File: config.mk
export PLATFORM = sky130hd
export DESIGN_NAME = dtmf_digit_sequence_qualifier_top
export DESIGN_NICKNAME = d
export VERILOG_FILES = /design/src/rtl/dtmfq_pkg.sv /design/src/rtl/dtmf_digit_sequence_qualifier_top.sv
export SDC_FILE = /design/constraint.sdc
export NUM_CORES = 1
export LEC_CHECK = 0
export ABC_CLOCK_PERIOD_IN_PS = 13900
export BUFFER_PORTS_ARGS = -buffer_cell sky130_fd_sc_hd__buf_2
export CAP_MARGIN = 20
export CORE_ASPECT_RATIO = 2
export CORE_MARGIN = 2
export CORE_UTILIZATION = 35
export DETAILED_ROUTE_END_ITERATION = 10
export PLACE_DENSITY_LB_ADDON = 0.08
export SYNTH_ARGS = -nofsm -noshare
export SYNTH_HDL_FRONTEND = slang
export SYNTH_SLANG_ARGS = --single-unit
File: constraint.sdc
create_clock -name clk -period 13.9 [get_ports clk]
set_clock_uncertainty 0.2 [all_clocks]
set_input_delay 0.695 -clock clk [delete_from_list [all_inputs] [get_ports clk]]
set_output_delay 0.695 -clock clk [all_outputs]
set_load 0.01 [all_outputs]
File: src/rtl/dtmfq_pkg.sv
// Shared types, constants and helpers for the DTMF digit sequence qualifier.
// No dependencies; imported by the top level and by its port checker.
`default_nettype none

package dtmfq_pkg;

  // Sequence store depth; one slot is kept free, so at most SEQ_DEPTH-1 digits.
  localparam int unsigned SEQ_DEPTH   = 32;
  // Width of the saturating sample counters.
  localparam int unsigned COUNT_WIDTH = 24;
  // Width of the threshold registers.
  localparam int unsigned THR_W       = 24;
  // Common width for counter against threshold compares.
  localparam int unsigned CMP_W       = (COUNT_WIDTH > THR_W) ? COUNT_WIDTH : THR_W;
  // Store index / fill count width.
  localparam int unsigned CNT_W       = (SEQ_DEPTH > 2) ? $clog2(SEQ_DEPTH) : 1;
  // Common width for read index against fill count.
  localparam int unsigned RD_W        = (CNT_W > 5) ? CNT_W : 5;
  localparam int unsigned CFG_IDX_W   = 3;

  localparam logic [7:0] SYM_NONE  = 8'h00;
  localparam logic [7:0] SYM_ALERT = 8'h21; // '!'
  localparam logic [7:0] SYM_LONGP = 8'h50; // 'P'

  typedef enum logic [1:0] {
    CMD_FRAME = 2'd0,
    CMD_READ  = 2'd1,
    CMD_CLEAR = 2'd2,
    CMD_NONE  = 2'd3
  } cmd_e;

  typedef enum logic [CFG_IDX_W-1:0] {
    REG_TONE_EN   = 3'd0,
    REG_ALERT_EN  = 3'd1,
    REG_MIN_TONE  = 3'd2,
    REG_MIN_PAUSE = 3'd3,
    REG_LONG_TONE = 3'd4,
    REG_ALERT_SMP = 3'd5
  } cfg_reg_e;

  typedef struct packed {
    logic [1:0]  command;
    logic [7:0]  detected_symbol;
    logic [15:0] frame_length;
    logic [4:0]  read_index;
  } dtmf_in_t;

  typedef struct packed {
    logic [4:0] sequence_length;
    logic [7:0] read_symbol;
    logic       symbol_accepted;
    logic       symbol_remapped;
    logic       sequence_ready;
  } dtmf_out_t;

  // Long-press letter of a keypad symbol; symbols without one map to themselves.
  function automatic logic [7:0] long_form(input logic [7:0] c);
    logic [7:0] r;
    case (c)
      8'h31:   r = 8'h51; // 1 -> Q
      8'h32:   r = 8'h57; // 2 -> W
      8'h33:   r = 8'h45; // 3 -> E
      8'h34:   r = 8'h52; // 4 -> R
      8'h35:   r = 8'h54; // 5 -> T
      8'h36:   r = 8'h5A; // 6 -> Z
      8'h37:   r = 8'h55; // 7 -> U
      8'h38:   r = 8'h49; // 8 -> I
      8'h39:   r = 8'h4F; // 9 -> O
      8'h30:   r = 8'h50; // 0 -> P
      8'h23:   r = 8'h53; // # -> S
      8'h2A:   r = 8'h44; // * -> D
      8'h41:   r = 8'h46; // A -> F
      8'h42:   r = 8'h47; // B -> G
      8'h43:   r = 8'h48; // C -> H
      default: r = c;
    endcase
    return r;
  endfunction

  // Counter plus frame length, clamped at all ones.
  function automatic logic [COUNT_WIDTH-1:0] sat_add(input logic [COUNT_WIDTH-1:0] a,
                                                     input logic [15:0] b);
    logic [COUNT_WIDTH:0] s;
    s = {1'b0, a} + (COUNT_WIDTH+1)'(b);
    return s[COUNT_WIDTH] ? {COUNT_WIDTH{1'b1}} : s[COUNT_WIDTH-1:0];
  endfunction

endpackage

`default_nettype wire

File: src/rtl/dtmf_digit_sequence_qualifier_top.sv
// Top level of the DTMF digit sequence qualifier.
// Depends on dtmfq_pkg (item structs, command codes, long-press table, saturating add).
`default_nettype none

// Qualifies per-frame DTMF detector output into a stored digit sequence.
// Each input item is one command: a detector frame (symbol, 0 for silence, and
// the frame length in samples), a read of one store entry, or a clear of the
// sequence. A symbol is stored once it has stayed stable for more than
// min_tone_samples and, if digits are already stored, after a silent gap of at
// least min_pause_samples. A hold beyond long_tone_samples turns the last
// stored digit into its long-press letter (once per hold); a hold beyond
// alert_samples turns a leading 'P' into '!' when alert_enable is set. The
// store holds at most 31 digits; tone frames are ignored once it is full.
// Every item gives exactly one result item. Timing: one item is taken per
// clock; its result sits in the output register from the next cycle. The only
// stall back to the source is a result register that is still held by
// out_stall, so in_stall never rises while the output side keeps up.
// Duration counters are 24 bits and saturate. Thresholds and enables are
// written through the cfg_ port and take effect from the next item; write
// them only while the block is idle. No clearing pass is needed after reset.
module dtmf_digit_sequence_qualifier_top (
  input  wire                         clk,
  input  wire                         rst_n,
  // input item channel
  input  wire                         in_valid,
  output logic                        in_stall,
  input  wire dtmfq_pkg::dtmf_in_t    in_data,
  // result item channel
  output logic                        out_valid,
  input  wire                         out_stall,
  output dtmfq_pkg::dtmf_out_t        out_data,
  // configuration writes
  input  wire                         cfg_we,
  input  wire [dtmfq_pkg::CFG_IDX_W-1:0] cfg_index,
  input  wire [dtmfq_pkg::THR_W-1:0]  cfg_wdata
);
  import dtmfq_pkg::*;

  // configuration
  logic             tone_en_r;
  logic             alert_en_r;
  logic [THR_W-1:0] min_tone_r;
  logic [THR_W-1:0] min_pause_r;
  logic [THR_W-1:0] long_tone_r;
  logic [THR_W-1:0] alert_smp_r;

  // qualifier state
  logic [COUNT_WIDTH-1:0] tone_dur_r,  tone_dur_nxt;
  logic [COUNT_WIDTH-1:0] pause_dur_r, pause_dur_nxt;
  logic [7:0]             prev_sym_r,  prev_sym_nxt;
  logic                   long_seen_r, long_seen_nxt;
  logic [CNT_W-1:0]       count_r,     count_nxt;
  // copy of the last stored digit, so the store has a single indexed read
  logic [7:0]             last_sym_r,  last_sym_nxt;

  // Sequence store. Entries at or above count_r are stale and never read:
  // reads are gated by the fill count and every slot is written on append.
  logic [7:0] store_r [SEQ_DEPTH];

  // output register
  logic      out_valid_r;
  dtmf_out_t out_data_r;
  dtmf_out_t res;

  logic             accept;
  logic [CNT_W-1:0] last_idx;
  logic [COUNT_WIDTH-1:0] tone_sum;
  logic [7:0]       sym;
  logic [7:0]       track_sym;
  logic [7:0]       last_val;
  logic [7:0]       long_val;
  logic             have_seq;
  logic             full;
  logic             do_alert;
  logic             do_long;
  // store write strobes: entry 0 to '!', last entry remap, append at count_r
  logic             st0_we;
  logic             stl_we;
  logic             sta_we;
  logic [RD_W-1:0]  rd_idx;
  logic             rd_hit;

  assign in_stall  = out_valid_r & out_stall;
  assign accept    = in_valid & ~in_stall;
  assign out_valid = out_valid_r;
  assign out_data  = out_data_r;

  assign sym      = in_data.detected_symbol;
  assign last_idx = count_r - CNT_W'(1);
  assign have_seq = (count_r != '0);
  assign full     = (count_r >= CNT_W'(SEQ_DEPTH - 1));
  assign tone_sum = sat_add(tone_dur_r, in_data.frame_length);
  assign rd_idx   = RD_W'(in_data.read_index);
  assign rd_hit   = (rd_idx < RD_W'(count_r));

  always_comb begin
    tone_dur_nxt  = tone_dur_r;
    pause_dur_nxt = pause_dur_r;
    prev_sym_nxt  = prev_sym_r;
    long_seen_nxt = long_seen_r;
    count_nxt     = count_r;
    last_sym_nxt  = last_sym_r;
    st0_we        = 1'b0;
    stl_we        = 1'b0;
    sta_we        = 1'b0;
    track_sym     = (prev_sym_r == SYM_NONE) ? sym : prev_sym_r;

    do_alert = alert_en_r && have_seq && (store_r[0] == SYM_LONGP) &&
               (CMP_W'(tone_sum) > CMP_W'(alert_smp_r));
    do_long  = (CMP_W'(tone_sum) > CMP_W'(long_tone_r)) && !long_seen_r;
    // last digit as it stands after a possible alert on the same entry
    last_val = (do_alert && (last_idx == '0)) ? SYM_ALERT : last_sym_r;
    long_val = long_form(last_val);

    res                 = '0;
    res.symbol_accepted = 1'b0;
    res.symbol_remapped = 1'b0;
    res.read_symbol     = SYM_NONE;

    case (cmd_e'(in_data.command))
      CMD_FRAME: begin
        if (tone_en_r) begin
          if (sym == SYM_NONE) begin
            // silence: drop tone tracking, grow the gap
            tone_dur_nxt  = '0;
            prev_sym_nxt  = SYM_NONE;
            pause_dur_nxt = sat_add(pause_dur_r, in_data.frame_length);
          end else if (!full) begin
            if (sym != track_sym) begin
              // symbol changed mid tone: restart
              tone_dur_nxt = '0;
              prev_sym_nxt = SYM_NONE;
            end else begin
              tone_dur_nxt = tone_sum;
              prev_sym_nxt = track_sym;
              if (do_alert) begin
                st0_we = 1'b1;
                res.symbol_remapped = 1'b1;
                if (last_idx == '0) begin
                  last_sym_nxt = SYM_ALERT;
                end
              end
              if (do_long) begin
                long_seen_nxt = 1'b1;
                if (have_seq && (long_val != last_val)) begin
                  stl_we = 1'b1;
                  last_sym_nxt = long_val;
                  res.symbol_remapped = 1'b1;
                end
              end
              if (have_seq && (CMP_W'(pause_dur_r) < CMP_W'(min_pause_r))) begin
                // gap too short for a further digit
                prev_sym_nxt = SYM_NONE;
              end else if (CMP_W'(tone_sum) > CMP_W'(min_tone_r)) begin
                sta_we        = 1'b1;
                long_seen_nxt = 1'b0;
                count_nxt     = count_r + CNT_W'(1);
                last_sym_nxt  = sym;
                tone_dur_nxt  = '0;
                prev_sym_nxt  = SYM_NONE;
                pause_dur_nxt = '0;
                res.symbol_accepted = 1'b1;
              end else begin
                prev_sym_nxt = sym;
              end
            end
          end
        end
      end
      CMD_READ: begin
        if (rd_hit) begin
          res.read_symbol = store_r[rd_idx[CNT_W-1:0]];
        end
      end
      CMD_CLEAR: begin
        count_nxt = '0;
      end
      default: begin
      end
    endcase

    res.sequence_length = 5'(count_nxt);
    res.sequence_ready  = (count_nxt != '0);
  end

  // configuration registers
  always_ff @(posedge clk) begin
    if (!rst_n) begin
      tone_en_r   <= 1'b0;
      alert_en_r  <= 1'b1;
      min_tone_r  <= THR_W'(615);
      min_pause_r <= THR_W'(4000);
      long_tone_r <= THR_W'(16000);
      alert_smp_r <= THR_W'(24000);
    end else if (cfg_we) begin
      case (cfg_reg_e'(cfg_index))
        REG_TONE_EN:   tone_en_r   <= cfg_wdata[0];
        REG_ALERT_EN:  alert_en_r  <= cfg_wdata[0];
        REG_MIN_TONE:  min_tone_r  <= cfg_wdata;
        REG_MIN_PAUSE: min_pause_r <= cfg_wdata;
        REG_LONG_TONE: long_tone_r <= cfg_wdata;
        REG_ALERT_SMP: alert_smp_r <= cfg_wdata;
        default: begin
        end
      endcase
    end
  end

  // qualifier state
  always_ff @(posedge clk) begin
    if (!rst_n) begin
      tone_dur_r  <= '0;
      pause_dur_r <= '0;
      prev_sym_r  <= SYM_NONE;
      long_seen_r <= 1'b0;
      count_r     <= '0;
      last_sym_r  <= SYM_NONE;
    end else if (accept) begin
      tone_dur_r  <= tone_dur_nxt;
      pause_dur_r <= pause_dur_nxt;
      prev_sym_r  <= prev_sym_nxt;
      long_seen_r <= long_seen_nxt;
      count_r     <= count_nxt;
      last_sym_r  <= last_sym_nxt;
    end
  end

  // store writes; append and remap never hit the same entry
  always_ff @(posedge clk) begin
    for (int i = 0; i < SEQ_DEPTH; i++) begin
      if (accept) begin
        if (sta_we && (count_r == CNT_W'(i))) begin
          store_r[i] <= sym;
        end else if (stl_we && (last_idx == CNT_W'(i))) begin
          store_r[i] <= long_val;
        end else if (st0_we && (i == 0)) begin
          store_r[i] <= SYM_ALERT;
        end
      end
    end
  end

  // output register
  always_ff @(posedge clk) begin
    if (!rst_n) begin
      out_valid_r <= 1'b0;
    end else if (accept) begin
      out_valid_r <= 1'b1;
    end else if (!out_stall) begin
      out_valid_r <= 1'b0;
    end
  end

  always_ff @(posedge clk) begin
    if (accept) begin
      out_data_r <= res;
    end
  end

endmodule

`default_nettype wire

==> results <==
- The floorplan has 140 rows.
- Of the available clock period, the critical path in the final layout requires 0.602.
- The most utilized layer in the global route result is met2.
- The path class of the tightest hold or removal check is in -> reg.
- The residual antenna-violating net count after detailed routing is 0.
- For hold timing, the worst endpoint is out_valid.
- The clock tree from TritonCTS is built.
- The power per cell area is 108 mW/mm2.
- The aggregate global routing overflow is 0.
- After technology mapping, the gate count stands at 2380.
- Counting flops with an async set or reset pin after synthesis yields a share of 0.
- The type of the setup path with the least slack is reg -> reg.
- The detailed router finished its first iteration with 1127 violations.
- The final weighted congestion in routability-driven placement is 0.897.
- The post-detailed-route via-to-cell ratio is 5.75.
- The final setup violation count is 0.
- Clock tree synthesis inserted a total of 45 buffers.
- The total die area is 0.0754 mm2.
- Setup repair after global routing left no endpoint under its margin.
- The quantity of gates resized following cts is 0.
- The leakage power of the design is 10.1 nW.
- The worst setup path is captured at a flip-flop.
- The standard cell core area is 0.0725 mm2.
- Counting instances in the post-synthesis netlist gives the leading cell types as sky130_fd_sc_hd__nand2_1, sky130_fd_sc_hd__edfxtp_1, sky130_fd_sc_hd__dfxtp_1, sky130_fd_sc_hd__a21oi_1.
- Along the worst path, the maximum fanout reaches 22.
- The clock sink total is 441.
- The first global-routing pass estimated 138000 um of wire.
- The master cell of the clock root buffer is sky130_fd_sc_hd__clkbuf_16.
- The pre-antenna-repair detailed-routing pass consisted of 5 iterations.
- The port buffer count is 80.
- The time the final worst path needs with I/O delays and setup is 8370 ps.
- The cell with the most instances after synthesis is sky130_fd_sc_hd__nand2_1.
- The share of synthesized area occupied by flip-flops and latches is 0.452.
- The startpoint type of the worst setup path is a flip-flop.
- The run finished with clean final reports.
- Compared with the post-synthesis result, the final layout area differs by 10.9%.
- The synthesized netlist occupies a cell area of 0.0256 mm2.
- The global routing met2 resource utilization is 0.522.
- For the worst-skew pair, the clock arrives at the later sink with an insertion delay of 620 ps.
- At the worst endpoint, the arrival time is 8400 ps.
- The routed layout has 19229 vias.
- Entering global routing, the biggest net connects 68 pins.
- The horizontal extent of the die is 195 um.
- Sorting the synthesized cells by area gives the leading types as sky130_fd_sc_hd__edfxtp_1, sky130_fd_sc_hd__dfxtp_1, sky130_fd_sc_hd__mux4_2.
- The die is 386 um tall.
- The count of different cell masters after synthesis is 98.
- Hold is met by 120 ps.
- At the end of the flow the core is filled with cells to 0.391.
- The clock passes through at most 3 buffers.
- The overall routing resource usage is 0.255.
- The post-cts hold buffer count is 0.
- The global-route met3 utilization is 0.0336.
- Prior to clock tree synthesis, the placed netlist has a worst setup slack of 4900 ps.
- Setup slack closes at 5530 ps.
- During synthesis, Yosys emitted a total of 0 warnings.
- In this run the post-CTS setup repair buffer count came out at 0.
- The number of ports placed on the die boundary is 81.
- After detailed routing, the number of remaining DRC violations is 0.
- The synthesized design spends more area on one cell type than any other, namely sky130_fd_sc_hd__edfxtp_1.
- Among all flip-flop cells after synthesis, the most frequent one is sky130_fd_sc_hd__edfxtp_1.
- The initial antenna violation count is 9.
- The placed instances occupy a cell area of 0.0267 mm2.
- The average wire length per cell after detail routing is 28.7 um.
- The via count of the first global-routing pass is 19844.
- Max-cap violations in this run came to 0.
- Detailed placement ended at an HPWL of 72100 um.
- In this run, placement finished with an instance count of 3251.
- The area fraction of the dominant cell type after synthesis is 0.319.
- At the worst endpoint, the required time is 13930 ps.
- The number of hold violations in the final report is 0.
- Total power for the finished layout comes to 3.05 mW.
- The final-report max-slew violation count is 0.
- Yosys mapped a number of flops with a built-in enable equal to 272.
- The start of the worst register-to-register path is tone_dur_r[0].
- Headroom to the max-slew limit came out at 0.276.
- A synthesized cell averages 10.7 um2.
- The count of cells along the worst register-to-register path is 17.
- The worst hold path begins at in_valid.
- Of the cells placed in the final design, the portion with a size suffix greater than 1 is 0.187.
- The slew at the pin closest to its max-slew limit is 1070 ps.
- Based on the critical path, the design can be clocked at up to 120 MHz.
- The end of the worst register-to-register path is store_r[30][1].
- For this run, the post-layout net count is 2585.
- For met1 alone, demand over resource in global routing was 0.222.
- The internal reg-to-reg setup slack is 5530 ps.
- The synthesized netlist net count is 2584.
- For this configuration, the core starts out at a cell density of 0.353.
- VDD sags by at most 0.0994 mV.
- Along the worst hold path, the cell count comes to 2.
- In this run the number of H-tree levels came out at 2.
- The final standard cell area without fillers is 0.0284 mm2.
- The synthesized flop and latch total is 441.
- The clock-pin slew reported for the worst setup and hold paths after clock tree synthesis is 70 ps.
- The final routed wirelength across all metal layers is 96100 um.
- The setup TNS after final layout is 0 ps.
- For this run, the number of standard cells in the final layout without fillers is 3342.
==> cell usage in the layout, fill, tap and decap left out, types with 15 or more instances in the layout <==
cell type / synthesis / layout
sky130_fd_sc_hd__nand4_1: 19 / 19
sky130_fd_sc_hd__edfxtp_1: 272 / 272
sky130_fd_sc_hd__o21a_1: 15 / 15
sky130_fd_sc_hd__nand2_1: 273 / 272
sky130_fd_sc_hd__a31oi_1: 16 / 16
sky130_fd_sc_hd__mux2_2: 99 / 99
sky130_fd_sc_hd__o21bai_1: 27 / 27
sky130_fd_sc_hd__o21ai_0: 84 / 84
sky130_fd_sc_hd__a21oi_1: 154 / 151
sky130_fd_sc_hd__o2111a_1: 18 / 18
sky130_fd_sc_hd__buf_4: 16 / 32
sky130_fd_sc_hd__a21o_1: 20 / 20
sky130_fd_sc_hd__mux2i_1: 20 / 20
sky130_fd_sc_hd__o211ai_1: 42 / 42
sky130_fd_sc_hd__nor3_1: 23 / 22
sky130_fd_sc_hd__a22oi_1: 16 / 16
sky130_fd_sc_hd__ha_1: 139 / 139
sky130_fd_sc_hd__inv_1: 137 / 136
sky130_fd_sc_hd__or2_2: 31 / 31
sky130_fd_sc_hd__and3_1: 19 / 19
sky130_fd_sc_hd__mux2_1: 53 / 53
sky130_fd_sc_hd__nand2b_1: 16 / 16
sky130_fd_sc_hd__mux4_2: 80 / 80
sky130_fd_sc_hd__clkbuf_16: 0 / 47
sky130_fd_sc_hd__nor2_1: 139 / 136
sky130_fd_sc_hd__dfxtp_1: 169 / 169
sky130_fd_sc_hd__and2_1: 25 / 25
sky130_fd_sc_hd__buf_2: 13 / 82
sky130_fd_sc_hd__nand3_1: 66 / 66
==> cells by family (layout without fill, tap and decap cells) <==
group / after synthesis / in the layout / synth area share
and+or+nand+nor: 694 / 694 / 0.131
xor gates and xnor gates: 23 / 23 / 0.00861
other: 0 / 2 / 0
muxes: 257 / 257 / 0.148
adders and majority gates: 141 / 141 / 0.0696
AOI/OAI and AO/OA: 522 / 522 / 0.142
buffers and inverters: 302 / 339 / 0.0486
DFF: 441 / 441 / 0.452
==> flip-flops by register name, indices dropped and copies added (netlist names) <==
name         count
alert_en_r       1
alert_smp_r     24
count_r          5
last_sym_r       8
long_seen_r      1
long_tone_r     24
min_pause_r     24
min_tone_r      24
out_data        16
out_valid        1
pause_dur_r     24
prev_sym_r       8
store_r        256
tone_dur_r      24
tone_en_r        1
==> critical path: stages, from the launching register on <==
cell and delay, ps:
sky130_fd_sc_hd__dfxtp_1 310, sky130_fd_sc_hd__ha_1 210, sky130_fd_sc_hd__fa_1 420, sky130_fd_sc_hd__a211oi_1 310, sky130_fd_sc_hd__o211ai_1 190, sky130_fd_sc_hd__a41oi_1 510
sky130_fd_sc_hd__o211ai_1 310, sky130_fd_sc_hd__nand3b_1 790, sky130_fd_sc_hd__o21ai_0 450, sky130_fd_sc_hd__ha_1 430, sky130_fd_sc_hd__and3_1 180, sky130_fd_sc_hd__nand4_1 180
sky130_fd_sc_hd__nor2_1 150, sky130_fd_sc_hd__o2111ai_1 200, sky130_fd_sc_hd__a311o_1 450, sky130_fd_sc_hd__a21boi_2 670, sky130_fd_sc_hd__nand3_1 840, sky130_fd_sc_hd__o21ai_0 1140
==> cell type report <==
type	count	area, um2
antenna	2	5.00
clock inverter	24	383
sequential	441	11600
tap	923	1150
multi-input combinational	1637	12800
timing repair buffer	118	693
fill	7194	44200
inverter	138	520
clock buffer	59	1240
==> where the power goes <==
| part | internal (mW) | total, mW | switching [mW] | leakage [nW] |
|---|---|---|---|---|
| Sequential | 1.40 | 1.40 | 0.00705 | 3.83 |
| Clock | 0.802 | 1.37 | 0.572 | 0.779 |
| Combinational | 0.0985 | 0.275 | 0.176 | 5.52 |
==> routing by layer <==
metal	routed length (um)	vias to the layer above
li1	-	8831
met1	29700	9633
met2	54700	511
met3	3410	240
met4	8140	14
met5	95	-
==> worst max path at each step <==
| stage | start | to | slack (ps) | cells past startpoint |
|---|---|---|---|---|
| global placement | in_data[5] | store_r[28][2] | 5070 | 18 |
| CTS | tone_dur_r[0] | store_r[28][3] | 5460 | 17 |
| finish | tone_dur_r[0] | store_r[30][1] | 5530 | 17 |
| floorplan | in_data[5] | store_r[20][0] | 7750 | 18 |
| global route | tone_dur_r[0] | store_r[30][1] | 4980 | 17 |
| detailed placement | in_data[5] | store_r[28][4] | 4900 | 18 |
(Power assumes the default switching activity.)
